<file path="config.mk">
export PLATFORM = sky130hd
export DESIGN_NAME = mecwm_queue
export DESIGN_NICKNAME = d
export VERILOG_FILES = /design/src/rtl/core/mecwm_pkg.sv /design/src/rtl/core/mecwm_queue.sv
export SDC_FILE = /design/constraint.sdc
export NUM_CORES = 1
export LEC_CHECK = 0
export BUFFER_PORTS_ARGS = -buffer_cell sky130_fd_sc_hd__buf_4
export CORE_UTILIZATION = 45
export DETAILED_ROUTE_END_ITERATION = 7
export PLACE_DENSITY_LB_ADDON = 0.15
export SETUP_SLACK_MARGIN = 0.15
export SYNTH_ARGS = -nofsm -noshare
export SYNTH_HDL_FRONTEND = slang
export SYNTH_SLANG_ARGS = --single-unit
</file>
<file path="constraint.sdc">
create_clock -name clk -period 4.78 [get_ports clk]
set_input_delay 1.195 -clock clk [delete_from_list [all_inputs] [get_ports clk]]
set_output_delay 1.195 -clock clk [all_outputs]
set_load 0.01 [all_outputs]
</file>
<file path="src/rtl/core/mecwm_pkg.sv">
package mecwm_pkg;

  // field widths
  localparam int VelW     = 16;
  localparam int LimW     = 15;
  localparam int MixW     = 18;
  localparam int MagW     = 17;
  localparam int ProdW    = MagW + LimW;
  localparam int QuotW    = 15;
  localparam int Lanes    = 4;
  localparam int DivSteps = QuotW;
  localparam int CfgIdxW  = 3;
  localparam int CfgDataW = 16;

  // register reset values
  localparam logic [LimW-1:0] LimitReset      = 15'd32767;
  localparam logic [LimW-1:0] WheelLimitReset = 15'd8000;

  // register indexes
  typedef enum logic [CfgIdxW-1:0] {
    CFG_LIMIT_X     = 3'd0,
    CFG_LIMIT_Y     = 3'd1,
    CFG_LIMIT_ROT   = 3'd2,
    CFG_WHEEL_LIMIT = 3'd3
  } cfg_index_t;

  // one mixed command between front end and back end
  typedef struct packed {
    logic [Lanes-1:0][MixW-1:0] mix;
    logic [MagW-1:0]            largest;
    logic                       scale;
  } mix_item_t;

  // one stage of the scaling divider, all four wheels side by side
  typedef struct packed {
    logic [Lanes-1:0]            neg;
    logic [Lanes-1:0][VelW-1:0]  pass;
    logic [MagW-1:0]             divisor;
    logic                        scale;
    logic [Lanes-1:0][MagW-1:0]  rem;
    logic [Lanes-1:0][QuotW-1:0] quo;
  } div_stage_t;

endpackage

</file>
<file path="src/rtl/core/mecwm_queue.sv">
module mecwm_queue #(
  parameter int DEPTH = 4
) (
  input  logic                 clk,
  input  logic                 rst,
  input  logic                 push,
  input  mecwm_pkg::mix_item_t push_item,
  output logic                 full,
  input  logic                 pop,
  output mecwm_pkg::mix_item_t head,
  output logic                 not_empty
);

  localparam int PtrW = $clog2(DEPTH);
  localparam int CntW = $clog2(DEPTH + 1);

  mecwm_pkg::mix_item_t entries [DEPTH];
  logic [PtrW-1:0]      wr_ptr;
  logic [PtrW-1:0]      rd_ptr;
  logic [CntW-1:0]      count;
  logic                 push_ok;
  logic                 pop_ok;

  assign full      = count == CntW'(DEPTH);
  assign not_empty = count != '0;
  assign push_ok   = push && !full;
  assign pop_ok    = pop && not_empty;
  assign head      = entries[rd_ptr];

  // pointers and fill count
  always_ff @(posedge clk) begin
    if (rst) begin
      wr_ptr <= '0;
      rd_ptr <= '0;
      count  <= '0;
    end else begin
      if (push_ok) begin
        wr_ptr <= (wr_ptr == PtrW'(DEPTH - 1)) ? '0 : wr_ptr + 1'b1;
      end
      if (pop_ok) begin
        rd_ptr <= (rd_ptr == PtrW'(DEPTH - 1)) ? '0 : rd_ptr + 1'b1;
      end
      if (push_ok && !pop_ok) begin
        count <= count + 1'b1;
      end else if (pop_ok && !push_ok) begin
        count <= count - 1'b1;
      end
    end
  end

  // entry storage
  always_ff @(posedge clk) begin
    if (push_ok) begin
      entries[wr_ptr] <= push_item;
    end
  end

endmodule

</file>
Word level (Yosys, flattened, before mapping):

Memory sizes are Yosys's and may differ from the RTL's. A register that Yosys moved wholly into a read port is not among the register bits.
Cells that the tools add are included.

* flip-flop bits (word level): 7
* memory bits (writable): 360
* input port bits: 94
* memories kept: 1

* add/subtract/negate cells: 4
* equal/unequal tests: 3
* muxes and demuxes: 8
* reductions and logical operators: 9

Memory list
* entries: depth 4, bits a word 90, rd ports 1, clocked after Yosys merged registers in 1, write ports 1, RTL line mecwm_queue.sv:17 `mecwm_pkg::mix_item_t entries [DEPTH];`

Operators with widths (number)
* 2-bit 2-to-1 mux: 4
* 3-bit 2-to-1 mux: 2
* 2-bit by 1-bit adder with 2-bit output, second input constant: 2
* 2-bit equality test, second input constant: 2
* 1-bit logical AND: 4
* 3-bit by 1-bit adder with 3-bit output, second input constant: 1
* 3-bit equality test, second input constant: 1
* 1-bit logical NOT: 3
* 3-bit nonzero test: 1
* 3-bit by 1-bit subtractor with 3-bit output, second input constant: 1
* 1-bit 2-to-1 mux: 2
* 2-bit nonzero test: 1

Longest topological paths before layout:

* word-level depth: 7
* gate-level depth with buffers: 10
* depth with buffers taken out: 9

Worst setup path after synthesis:

OpenSTA, ideal clock, no wires.

* kind: input to register
* from: input push
* to: memory entries[3][0] (netlist name) (enable)
* setup time: 459 ps
* arrival time: 3335 ps
* data required time: 4321 ps
* path slack: 985 ps
* stages on the path: 1
* buffers on the path: 0
* path through: and3_1

* word-level cells in the longest chain between the ends: 3

RTL lines
* start, declared: RTL line mecwm_queue.sv:6 `input logic push,`
* 1-bit logical AND: RTL line mecwm_queue.sv:26 `assign push_ok = push && !full;`
* 1-bit 2-to-1 mux: RTL line mecwm_queue.sv:53 `if (push_ok) begin`
* 1-bit 2-to-1 mux (not written as such): RTL line mecwm_queue.sv:54 `entries[wr_ptr] <= push_item;`
* end, declared: RTL line mecwm_queue.sv:17

Every way passes these cells.

==> impl_metrics.py <==
metrics = {
    "run_status": {
        "status": "completed",
    },
    "pwr": {
        "p_seq_share_pct": 47.3,
        "clkPwrFrac_pct": 31.3,
        "p_sw_mw": 2.129,
        "p_per_area_mw_per_mm2": 521.0,
        "vdd_drop_max_mv": 0.3201,
        "intPower_mw": 6.468,
        "power_frac_comb_pct": 21.4,
        "p_leak_nw": 5.502,
        "p_sw_share_pct": 24.77,
    },
    "clock_network": {
        "postCtsResizedCells": 0,
        "tritoncts": "built",
        "cts-hold-fix-buffers": 0,
        "clock_latency_ns": 0.51,
        "h-tree-depth": 2,
        "clkTransAtPathRegs_ns": 0.05,
        "postCtsSetupBuffers": 0,
        "cts_made_buffers": 38,
        "ctsRootBufferMaster": "clkbuf_16",
        "clockBufferDepth": 3,
        "cts.sinks": 369,
    },
    "grt": {
        "grt_overflow": 0,
        "antenna_found_initial": 2,
        "grt_pass1_wl_mm": 39.01,
        "grt_max_degree": 47,
        "grt_pass1_vias": 6770,
        "grt_use_total_pct": 17.00,
    },
    "die": {
        "std_cell_rows": 63,
        "fp.dieArea_mm2": 0.03070,
        "die_w_um": 175.2,
        "initial_core_util_pct": 45.67,
        "core_mm2": 0.02956,
        "num_io_pins": 186,
        "die_h_um": 175.2,
    },
    "drt": {
        "drc": 0,
        "drt_iter0_drc": 388,
        "ant_nets": 0,
        "wl_mm": 25.14,
        "vias_per_cell": 5.236,
        "vias": 6021,
        "wire_per_inst_um": 21.86,
        "drt-pass1-iter-count": 4,
    },
    "sta": {
        "max_slew.worst_pin.slew_ns": 0.7910,
        "fmax_mhz": 274.2,
        "rsz0062_at_grt": "no",
        "slew-limit-headroom_pct": 47.27,
        "fin_crit_ns": 3.647,
        "finClkSkew_ns": 0.01302,
        "hold_violations": 0,
        "tns_ns": 0,
        "fin_crit_sh_pct": 76.30,
        "finalSetupViolations": 0,
        "drv_slew": 0,
    },
    "placement": {
        "dp_hpwl_mm": 14.97,
        "place.gp.congestion": 0.6946,
        "dp.cells": 1080,
        "numPortBuffers": 185,
    },
    "setup_path": {
        "cp_max_fo": 25,
        "rrSetupSlack_ns": 2.32,
        "cp-end-kind": "output pin",
        "cp-start-kind": "flop",
        "r2r-start": "count[0]",
        "reg2reg_to": "count[2]",
        "cp.arrival_ns": 2.45,
        "rr_worst_depth": 9,
        "critical_path_required_ns": 3.59,
        "crit_type": "flop to output pin",
    },
    "synth": {
        "yosysTopAreaCellShare_pct": 80.08,
        "syn_inst": 520,
        "ys.warnings.count": 0,
        "avgSynthCellArea_um2": 25.96,
        "synth-seq-area-share_pct": 81.42,
        "yosys_register_bits": 369,
        "synth.area.top_cells": "edfxtp_1 (80%), mux4_2 (15%), dfxtp_1 (1.3%), buf_6 (0.83%), ha_1 (0.56%)",
        "netlist_area_mm2": 0.01350,
        "syn_nets": 621,
        "yosysTopAreaCell": "edfxtp_1",
        "yosysUniqueCellTypes": 27,
    },
    "cells_and_area": {
        "area_growth_pct": 22.23,
        "final_nets": 831,
        "fin_util_pct": 55.82,
        "final_common_cell": "edfxtp_1",
        "layout-drive-gt1-share_pct": 44.99,
        "final_cells": 1150,
        "layout_common_cells": "edfxtp_1 (360), buf_4 (186), mux4_2 (90), clkbuf_16 (39), clkbuf_1 (11)",
    },
    "worst_hold_path": {
        "min_from": "rd_ptr[0]",
        "hold_path_class": "flop to flop",
        "hold_depth": 2,
    },
    "run": {
        "maxCapViolCount": 0,
    },
}
-- cell usage after synthesis, drive strengths merged --
cell / n
o31ai: 2
nor2: 4
mux4: 90
mux2i: 2
ha: 6
clkinv: 1
nor3: 1
nand2: 1
dfxtp: 9
a21oi: 3
inv: 3
xor2: 2
clkbuf: 1
or3b: 1
and3: 4
o21ai: 2
nand3: 2
buf: 21
bufinv: 1
fa: 1
edfxtp: 360
or3: 3
-- area by class of cell --
cell class,instances,area (um^2)
diodes,2,5.005
clock buffers,51,1031
clock inverters,17,105.1
fillers,2281,13060
inverters,5,37.54
multi-input cells,124,2318
flip-flops and latches,369,11000
well taps,390,488.0
repair buffers,192,1516
-- worst max path at each step --
stage,start,endpoint,slack (ns)
finish,flop,head[46],1.13
global route,flop,head[42],0.93
CTS,flop,head[42],1.01
detailed placement,flop,head[42],1.57
global placement,flop,head[42],1.58
floorplan,push,entries[3][0],0.99
-- metrics by stage --
stage	hold slack, ns	setup slack (ns)	area [um^2]	power [mW]
2_1_floorplan	0.4634	0.9855	13500	5.201
3_3_place_gp	0.4602	1.584	15360	5.989
3_5_place_dp	0.4957	1.568	15360	6.035
4_1_cts	0.5055	1.012	16490	8.748
5_1_grt	0.5343	0.9290	16490	8.975
6_report	0.4993	1.133	16500	8.597
-- critical path, stage by stage, from the launching register on --
cell	delay (ns)
dfxtp_4	0.69
buf_4	0.49
mux4_2	0.58
buf_4	0.16
-- sequential cells by signal (all words and copies together) (netlist names), named ones only --
signal	cells
entries	360
count	3
rd_ptr	2
wr_ptr	2
-- layer usage --
| metal | part of all wire [%] | GRT usage, % | up-vias |
|---|---|---|---|
| met2 | 52 | 28.44 | 157 |
| met4 | 1.6 | 5.000 | 0 |
| li1 | - | - | 2666 |
| met1 | 41 | 21.90 | 3165 |
| met3 | 5.7 | 4.504 | 33 |
| met5 | 0 | 0 | - |
-- kinds of logic (layout without fill, tap and decap cells) --
kind of cell	Yosys count	after routing	share of synthesized area (%)
compound gates	7	7	0.3706
simple gates	16	16	0.6580
mux	92	92	15.16
fa+ha+maj	7	7	0.7044
flops	369	369	81.42
xor+xnor	2	2	0.1298
other cells	0	2	0
buf+inv	27	265	1.557
-- power by group through the flow --
stage / Clock [mW] / Sequential [mW] / Combinational [mW]
after floorplan: 0 / 4.06 / 1.14
after global placement: 0 / 4.12 / 1.87
after detailed placement: 0 / 4.14 / 1.89
after CTS: 2.78 / 4.08 / 1.90
after global routing: 2.89 / 4.10 / 1.98
final: 2.69 / 4.06 / 1.84
(Power assumes the default switching activity.)
