File: src/rtl/core/mecwm_pkg.sv
package mecwm_pkg;

  // field widths
  localparam int VelW     = 16;
  localparam int LimW     = 15;
  localparam int MixW     = 18;
  localparam int MagW     = 17;
  localparam int ProdW    = MagW + LimW;
  localparam int QuotW    = 15;
  localparam int Lanes    = 4;
  localparam int DivSteps = QuotW;
  localparam int CfgIdxW  = 3;
  localparam int CfgDataW = 16;

  // register reset values
  localparam logic [LimW-1:0] LimitReset      = 15'd32767;
  localparam logic [LimW-1:0] WheelLimitReset = 15'd8000;

  // register indexes
  typedef enum logic [CfgIdxW-1:0] {
    CFG_LIMIT_X     = 3'd0,
    CFG_LIMIT_Y     = 3'd1,
    CFG_LIMIT_ROT   = 3'd2,
    CFG_WHEEL_LIMIT = 3'd3
  } cfg_index_t;

  // one mixed command between front end and back end
  typedef struct packed {
    logic [Lanes-1:0][MixW-1:0] mix;
    logic [MagW-1:0]            largest;
    logic                       scale;
  } mix_item_t;

  // one stage of the scaling divider, all four wheels side by side
  typedef struct packed {
    logic [Lanes-1:0]            neg;
    logic [Lanes-1:0][VelW-1:0]  pass;
    logic [MagW-1:0]             divisor;
    logic                        scale;
    logic [Lanes-1:0][MagW-1:0]  rem;
    logic [Lanes-1:0][QuotW-1:0] quo;
  } div_stage_t;

endpackage

File: src/rtl/core/mecwm_front.sv
module mecwm_front (
  input  logic                                 clk,
  input  logic                                 rst,
  input  logic                                 in_valid,
  output logic                                 in_stall,
  input  logic signed [mecwm_pkg::VelW-1:0]    vel_x,
  input  logic signed [mecwm_pkg::VelW-1:0]    vel_y,
  input  logic signed [mecwm_pkg::VelW-1:0]    vel_rot,
  input  logic        [mecwm_pkg::LimW-1:0]    limit_x,
  input  logic        [mecwm_pkg::LimW-1:0]    limit_y,
  input  logic        [mecwm_pkg::LimW-1:0]    limit_rot,
  input  logic        [mecwm_pkg::LimW-1:0]    wheel_limit,
  output logic                                 push,
  output mecwm_pkg::mix_item_t                 push_item,
  input  logic                                 q_full
);

  localparam int VelW  = mecwm_pkg::VelW;
  localparam int LimW  = mecwm_pkg::LimW;
  localparam int MixW  = mecwm_pkg::MixW;
  localparam int MagW  = mecwm_pkg::MagW;
  localparam int Lanes = mecwm_pkg::Lanes;

  // symmetric clamp to [-lim, +lim]
  function automatic logic signed [VelW-1:0] clamp_sym(
    input logic signed [VelW-1:0] v,
    input logic        [LimW-1:0] lim
  );
    logic signed [VelW:0] vw;
    logic signed [VelW:0] hi;
    logic signed [VelW:0] lo;
    logic signed [VelW:0] res;
    vw = {v[VelW-1], v};
    hi = {2'b00, lim};
    lo = -hi;
    if (vw > hi) begin
      res = hi;
    end else if (vw < lo) begin
      res = lo;
    end else begin
      res = vw;
    end
    return res[VelW-1:0];
  endfunction

  logic                         front_adv;
  logic                         mix_valid;
  logic signed [MixW-1:0]       mix [Lanes];
  logic signed [VelW-1:0]       cx, cy, cw;
  logic signed [MixW-1:0]       ex, ey, ew;
  logic                         item_valid;
  mecwm_pkg::mix_item_t         item;
  logic        [MagW-1:0]       mag [Lanes];
  logic signed [MixW-1:0]       neg_mix [Lanes];
  logic        [MagW-1:0]       max01, max23, largest;

  // the front end moves when its last stage is empty or drains into the queue
  assign front_adv = !item_valid || !q_full;
  assign in_stall  = !front_adv;
  assign push      = item_valid && !q_full;
  assign push_item = item;

  // clamp and sign extend
  always_comb begin
    cx = clamp_sym(vel_x, limit_x);
    cy = clamp_sym(vel_y, limit_y);
    cw = clamp_sym(vel_rot, limit_rot);
    ex = {{(MixW-VelW){cx[VelW-1]}}, cx};
    ey = {{(MixW-VelW){cy[VelW-1]}}, cy};
    ew = {{(MixW-VelW){cw[VelW-1]}}, cw};
  end

  // stage 1: mecanum mix
  always_ff @(posedge clk) begin
    if (rst) begin
      mix_valid <= 1'b0;
    end else if (front_adv) begin
      mix_valid <= in_valid;
    end
  end

  always_ff @(posedge clk) begin
    if (front_adv) begin
      mix[0] <= ex + ey + ew;
      mix[1] <= ex - ey + ew;
      mix[2] <= ew - ex - ey;
      mix[3] <= ew - ex + ey;
    end
  end

  // magnitudes and the largest one
  always_comb begin
    for (int k = 0; k < Lanes; k++) begin
      neg_mix[k] = -mix[k];
      mag[k]     = mix[k][MixW-1] ? neg_mix[k][MagW-1:0] : mix[k][MagW-1:0];
    end
    max01   = (mag[1] > mag[0]) ? mag[1] : mag[0];
    max23   = (mag[3] > mag[2]) ? mag[3] : mag[2];
    largest = (max23 > max01) ? max23 : max01;
  end

  // stage 2: classify, scaling needed or not
  always_ff @(posedge clk) begin
    if (rst) begin
      item_valid <= 1'b0;
    end else if (front_adv) begin
      item_valid <= mix_valid;
    end
  end

  always_ff @(posedge clk) begin
    if (front_adv) begin
      for (int k = 0; k < Lanes; k++) begin
        item.mix[k] <= mix[k];
      end
      item.largest <= largest;
      item.scale   <= largest > {{(MagW-LimW){1'b0}}, wheel_limit};
    end
  end

endmodule

File: config.mk
export PLATFORM = sky130hd
export DESIGN_NAME = mecwm_front
export DESIGN_NICKNAME = d
export VERILOG_FILES = /design/src/rtl/core/mecwm_pkg.sv /design/src/rtl/core/mecwm_front.sv
export SDC_FILE = /design/constraint.sdc
export NUM_CORES = 1
export LEC_CHECK = 0
export BUFFER_PORTS_ARGS = -buffer_cell sky130_fd_sc_hd__buf_2
export CORE_MARGIN = 4
export CORE_UTILIZATION = 55
export DETAILED_ROUTE_END_ITERATION = 8
export PLACE_DENSITY = 0.79
export RECOVER_POWER = 100
export REMOVE_ABC_BUFFERS = 1
export SETUP_SLACK_MARGIN = 0.4
export SLEW_MARGIN = 20
export SYNTH_ARGS = -nofsm -noshare
export SYNTH_HDL_FRONTEND = slang
export SYNTH_SLANG_ARGS = --single-unit
File: constraint.sdc
create_clock -name clk -period 10.56 [get_ports clk]
set_input_delay 2.64 -clock clk [delete_from_list [all_inputs] [get_ports clk]]
set_output_delay 2.64 -clock clk [all_outputs]
set_load 0.03 [all_outputs]
# Word-level counts from Yosys, hierarchy flattened

Memories as Yosys holds them, arrays and structs flattened.
Index checks and enable logic that the tools add are counted.

Register bits: 92
Bits in writable memories: 72
Logic and storage cells: 53
Memories kept: 1
Input port bits: 112

Add/sub/neg operators: 14
Reduce and logical (&&, ||, !) cells: 5
Order comparisons: 10
Mux-type cells: 15

Memory list:

| name | depth | bits a word | rd ports | clocked after memory_dff | write ports | line              | text |
|---|---|---|---|---|---|---|---|
| mix  | 4     | 18          | 4        | 0                        | 4           | mecwm_front.sv:48 | `logic signed [MixW-1:0] mix [Lanes];` |

Operators with widths:

| kind                                     | number |
|---|---|
| two-way mux 17 bit                       | 7 |
| two-way mux 16 bit                       | 6 |
| negator 17 bit                           | 4 |
| adder 17 x 16 -> 18 bit                  | 3 |
| greater-than comparator 17 bit           | 3 |
| less-than comparator 16 x 17 -> 1 bit    | 3 |
| negator 15 -> 17 bit                     | 3 |
| greater-than comparator 16 bit           | 3 |
| subtractor 16 x 16 -> 17 bit             | 2 |
| subtractor 17 x 16 -> 18 bit             | 1 |
| adder 16 x 16 -> 17 bit                  | 1 |
| greater-than comparator 17 x 15 -> 1 bit | 1 |
| logical NOT 1 bit                        | 3 |
| two-way mux 1 bit                        | 2 |
| logical AND 1 bit                        | 1 |
| logical OR 1 bit                         | 1 |

# Logic depth before layout (Yosys ltp)

Gate-level depths: netlist of run 1.
An unclocked memory read counts as a cell.

Depth in word-level cells: 8
Mapped depth: 36

# Worst setup path after synthesis of run 1

No wires, ideal clock.

Path type: input-to-reg
Start: in limit_x[0] in the netlist's numbering
End: mem mix[2][15], data pin
Slack: 0.141 ns
Arrival: 10.151 ns
Buffers on the path: 2
Stages on the path: 30
Setup time: 0.268 ns
Path through: inv_1 -> ha_1 -> or3b_4 -> or3_4 -> nand3b_4 -> or3_4 -> or3_4 -> and2_4 -> or2_1 -> ha_1 -> a21o_1 -> a211oi_1 -> mux2i_1 -> a21oi_1 -> clkbuf_1 -> mux2_2 -> o22ai_1 -> ha_1 -> a2111oi_1 -> a21oi_1 -> xor2_1 -> ha_1 -> clkbuf_1 -> nor2b_1 -> or3_1 -> a2111oi_0 -> nor3_1 -> a221oi_1 -> a21oi_1 -> xor2_1

RTL lines:

| element         | line              | text |
|---|---|---|
| start, declared | mecwm_front.sv:9  | `input logic [mecwm_pkg::LimW-1:0] limit_x,` |
| end, declared   | mecwm_front.sv:48 |  |

==> impl_metrics.csv, run 1 <==
group,metric,value,unit
run_status,status,"finished, violations left",
run_status,violations,"capacitance limit, slew limit",
finish,fin_nets,2468,
cts,tritoncts,"built",
global_routing,grt_max_degree,66,
global_routing,grt_pass1_vias,13800,
synth,synthTopCellsByArea,"edfxtp_1 27%, ha_1 18%, inv_1 4.8%",
timing,maxSlewViolCount,179,
placed_design,routabilityCongestion,0.980,
worst_setup_path,cp.required,10.72,ns
worst_setup_path,worstPathArrival,10.23,ns
synth,synth_top_area_cell,"edfxtp_1",
synth,ys_types,86,
cts,clock_latency,0.43,ns
synth,synth_top_area_frac,0.270,
timing,holdWs,0.460,ns
die,io_pins,204,
routing,detail-route-antenna-nets,0,
worst_setup_path,cp-end-kind,"flop",
timing,hold_viol_final,0,
synth,synth_edf_count,156,
synth,syn_inst,1857,
synth,syn_area_per_cell,9.35,sq um
routing,vias,14500,
finish,finish.utilization,0.633,
worst_setup_path,crit_fanout,9,
synth,seq_area_frac_synth,0.272,
synth,synth_common_cells,"249 x ha_1, 224 x inv_1, 156 x edfxtp_1, 114 x nor2_1, 111 x a21oi_1",
routing,avgRoutedWirePerCell,18.2,um
worst_hold_path,hold_start,"mix_valid",
global_routing,overflow,0,
worst_setup_path,r2r_start,"mix[0][0]",
finish,multi_input_area,11700,sq um
finish,n_antenna_cell,0,
finish,areaGrowthSynthToFinish,12.4,%
worst_setup_path,startpoint,"limit_x[1]",
synth,yosys.cell_count.top_type,"ha_1",
worst_hold_path,hold_class,"flop to flop",
placed_design,dpl.hpwl,37600,um
cts,cts.clk_slew.worst_paths,0.06,ns
routing,drtPass1Iterations,5,
cts,h-tree-depth,4,
die,die_area,34500,sq um
placed_design,placed_area,19000,sq um
synth,synth-async-reset-ratio,0,
synth,ys.flop_type,"edfxtp_1",
finish,fill_cells,2586,
global_routing,antenna_found_initial,0,
timing,min_period,10.07,ns
finish,stdcell_area,19500,sq um
flow_run,maxCapViolCount,4,
die,initial_core_util,0.563,
global_routing,track_usage,0.258,
cts,clockRootBuffer,"clkbuf_16",
synth,syn_area,17400,sq um
worst_hold_path,hold_depth,2,
worst_setup_path,reg2reg_to,"push_item[0]",
synth,ys_ff_latch,158,
placed_design,pre_cts_slack,0.0561,ns
die,rows,64,
synth,yosys_warnings,0,
die,die_w,186,um
die,core_area,30800,sq um
worst_setup_path,reg2reg_depth,32,
routing,viasPerCell,5.87,
timing,fmax,99.3,MHz
worst_setup_path,crit_path_max_incr_delay,0.67,ns
worst_setup_path,start_kind,"input pin",
timing,post-route-period-util,0.954,
timing,rsz0062_at_grt,"no",
finish,regArea,4720,sq um
worst_setup_path,reg2reg_slack,1.14,ns
cts,cts_hold_buf,0,
cts,clock-sinks,158,
cts,clk_path_buf_depth,2,
timing,setup_slack,0.485,ns
placed_design,numPortBuffers,203,
worst_setup_path,slowest_stage,"or4b_2",
worst_hold_path,hold-path-endpoint,"mix_valid",
die,die_h,186,um
routing,drcViolationCount,0,
worst_setup_path,crit_type,"input pin to flop",
timing,tightest_slew,3.34,ns
timing,setup_violations,0,
global_routing,grt_first_pass_wirelength,71200,um
timing,skew,0.00700,ns
cts,cts_buffers,17,
finish,drive_gt1_frac,0.119,
timing,relSlewSlack,-1.22,
routing,wl,45000,um
routing,first_iter_violations,1064,
-- cell families after synthesis --
| logic type | Yosys count | share of synthesized area |
|---|---|---|
| multiplexers | 96 | 0.0578 |
| XOR/XNOR | 150 | 0.0757 |
| flip-flops | 158 | 0.272 |
| AND/OR/NAND/NOR | 441 | 0.135 |
| buffers and inverters | 274 | 0.0608 |
| adder cells (fa/ha/maj) | 285 | 0.221 |
| AO/OA/AOI/OAI | 453 | 0.177 |
-- per-layer routing --
metal  up-vias  wire [um]  share of wire  global-route usage
li1       7175          -              -                   -
met1      6896      20400           0.45               0.352
met2       428      21500           0.48               0.444
met3        49       2210          0.049              0.0262
met4         0        908          0.020              0.0612
met5         -          0              0                   0
-- critical path: cells and delay by family --
kind	cells	cell delay (ns)
AOI/OAI and AO/OA	11	2.05
and+or+nand+nor	12	3.45
buffers and inverters	3	0.46
muxes	2	0.44
adders and majority gates	4	1.19
-- final cells by class --
type                    instances  share of cell area
clock buffers                  19              0.0222
clock inverters                13             0.00712
inverters                     224              0.0431
multi-input cells            1425               0.599
flip-flops and latches        158               0.242
well taps                     396              0.0254
repair buffers                245              0.0609
-- placed cells by master (no fill, tap or decap), types with 33 or more instances in the layout --
master	count
ha_1	248
inv_1	224
edfxtp_1	156
nor2_1	114
buf_2	110
a21oi_1	108
clkbuf_1	103
nand2_1	99
xnor2_1	78
xor2_1	72
o21ai_0	70
mux2i_1	62
a21o_1	49
nand3_1	43
fa_1	36
buf_4	33
-- state kept, by name, indices dropped and copies added, names as in the netlist --
name / cells
mix_valid: 1
mix: 69
push_item: 87
item_valid: 1
-- what timing repair did --
item / in CTS / in global routing
buffers inserted: 0 / 2
resized for setup: 0 / 23
endpoints found under the setup margin: 0 / 13
-- through the flow --
step           cells  setup TNS (ns)
2_1_floorplan   1807          -10.56
3_3_place_gp    2446               0
3_5_place_dp    2446               0
4_1_cts         2478               0
5_1_grt         2480               0
6_report        2480               0
-- how the worst max path moves through the flow --
stage	to	slack, ns	cells past startpoint
6_report	mix[3][16]	0.49	32
4_1_cts	mix[2][17]	0.48	32
5_1_grt	mix[2][16]	0.16	35
3_3_place_gp	mix[2][16]	0.19	31
2_1_floorplan	mix[2][16]	-0.96	21
3_5_place_dp	mix[2][17]	0.06	32
Power of run 1 is left out: the tool's default activity adds up to more than one toggle a clock period on the data nets, which glitch-free logic cannot reach.
==> inputs of run 2 (changes only) <==
RECOVER_POWER = unset   (was 100)
==> run 2 against run 1 <==
Effect of this change:
- highest routed layer unchanged
- global-route usage is the same
- the flow now finishes without violations
- via count is essentially flat
- critical path type unchanged
- wire length shrank 0.13%
- final cell count is the same
==> impl_metrics.csv, run 2 (same netlist as run 1, synthesis figures left out) <==
group,metric,value,unit
routing,detail-route-antenna-nets,0,
placed_design,dpl.hpwl,37600,um
die,io_pins,204,
routing,wl,45000,um
finish,fin_nets,2468,
timing,post-route-period-util,0.938,
routing,drtPass1Iterations,6,
die,core_area,30800,sq um
worst_setup_path,crit_path_max_incr_delay,0.67,ns
worst_setup_path,reg2reg_depth,32,
global_routing,grt_first_pass_wirelength,71200,um
routing,vias,14600,
routing,first_iter_violations,1061,
global_routing,grt_pass1_vias,13800,
finish,layout_commonest_cell,"ha_1",
finish,fill_cells,2527,
timing,skew,0.00751,ns
worst_setup_path,crit_end,"mix[3][16]",
finish,mostFrequentLayoutCells,"248 x ha_1, 224 x inv_1, 203 x buf_2",
timing,tightest_slew,1.10,ns
routing,viasPerCell,5.87,
cts,h-tree-depth,4,
worst_setup_path,start_kind,"input pin",
worst_hold_path,hold_depth,2,
finish,largest_register_ffs,87,
routing,avgRoutedWirePerCell,18.1,um
timing,rsz0062_at_grt,"no",
cts,clockRootBuffer,"clkbuf_16",
die,die_h,186,um
routing,drcViolationCount,0,
worst_setup_path,cp-end-kind,"flop",
flow_run,maxCapViolCount,0,
worst_hold_path,hold_class,"flop to flop",
worst_setup_path,crit_fanout,9,
global_routing,grt_max_degree,66,
timing,min_period,9.91,ns
cts,cts.clk_slew.worst_paths,0.06,ns
worst_setup_path,slowest_stage,"or4b_2",
cts,tritoncts,"built",
timing,fmax,101,MHz
worst_setup_path,r2r_start,"mix[0][0]",
finish,areaGrowthSynthToFinish,13.4,%
worst_setup_path,crit_type,"input pin to flop",
finish,drive_gt1_frac,0.176,
cts,clk_path_buf_depth,2,
timing,hold_viol_final,0,
die,rows,64,
global_routing,overflow,0,
die,initial_core_util,0.563,
timing,setup_violations,0,
global_routing,antenna_found_initial,0,
worst_setup_path,startpoint,"limit_x[1]",
die,die_w,186,um
worst_setup_path,cp.required,10.71,ns
cts,clock_latency,0.43,ns
worst_setup_path,worstPathArrival,10.06,ns
worst_setup_path,reg2reg_to,"push_item[0]",
global_routing,track_usage,0.258,
run_status,status,"finished clean",
worst_setup_path,reg2reg_slack,2.27,ns
finish,n_antenna_cell,0,
timing,relSlewSlack,0.249,
die,die_area,34500,sq um
cts,clock-sinks,158,
cts,cts_buffers,17,
timing,holdWs,0.460,ns
placed_design,routabilityCongestion,0.980,
timing,maxSlewViolCount,0,
placed_design,numPortBuffers,203,
## run 2: cell count changes in the layout (fill, tap and decap cells not counted), sizes merged
cell	delta
clkbuf	-101
buf	+101
## run 2: layout make-up
cell class	count	area, sq um	area share
multi-input combinational	1425	11700	0.595
sequential	158	4720	0.240
timing repair buffer	245	1340	0.0678
inverter	224	841	0.0427
tap	396	495	0.0252
clock buffer	19	433	0.0220
clock inverter	13	139	0.00706
## run 2: what timing repair did
action | CTS | global route
hold buffers | 0 | 0
setup endpoints to repair | 0 | 13
gates resized for setup | 0 | 23
buffers inserted | 0 | 2
## run 2: worst min path at each step
stage / start / end / slack [ns]
finish: mix_valid / mix_valid / 0.46
global route: mix_valid / mix_valid / 0.48
CTS: mix_valid / mix_valid / 0.46
floorplan: mix_valid / mix_valid / 0.43
global placement: mix_valid / mix_valid / 0.43
detailed placement: mix_valid / mix_valid / 0.45
## run 2: per-stage QoR
step	area (sq um)	std cells	worst slack (ns)	util	TNS, ns
after floorplan	17100	1807	-0.959	-	-10.56
after CTS	19600	2478	0.484	0.635	0
final	19700	2480	0.654	0.638	0
after detailed placement	19000	2446	0.0561	0.617	0
after global placement	19000	2446	0.192	0.617	0
after global routing	19700	2480	0.345	0.638	0
## run 2: layer usage
metal / global-route usage / part of all wire / vias up
met1: 0.352 / 0.45 / 6904
met2: 0.444 / 0.48 / 430
met5: 0 / 0 / -
met4: 0.0612 / 0.020 / 0
li1: - / - / 7174
met3: 0.0262 / 0.050 / 53
## run 2: worst max-delay path, delay by kind of cell
family	cells	cell delay [ns]
buffers and inverters	3	0.43
AOI/OAI and AO/OA	11	1.93
adders and majority gates	4	1.17
muxes	2	0.45
and+or+nand+nor	12	3.43
Power of run 2 is left out for the same reason.
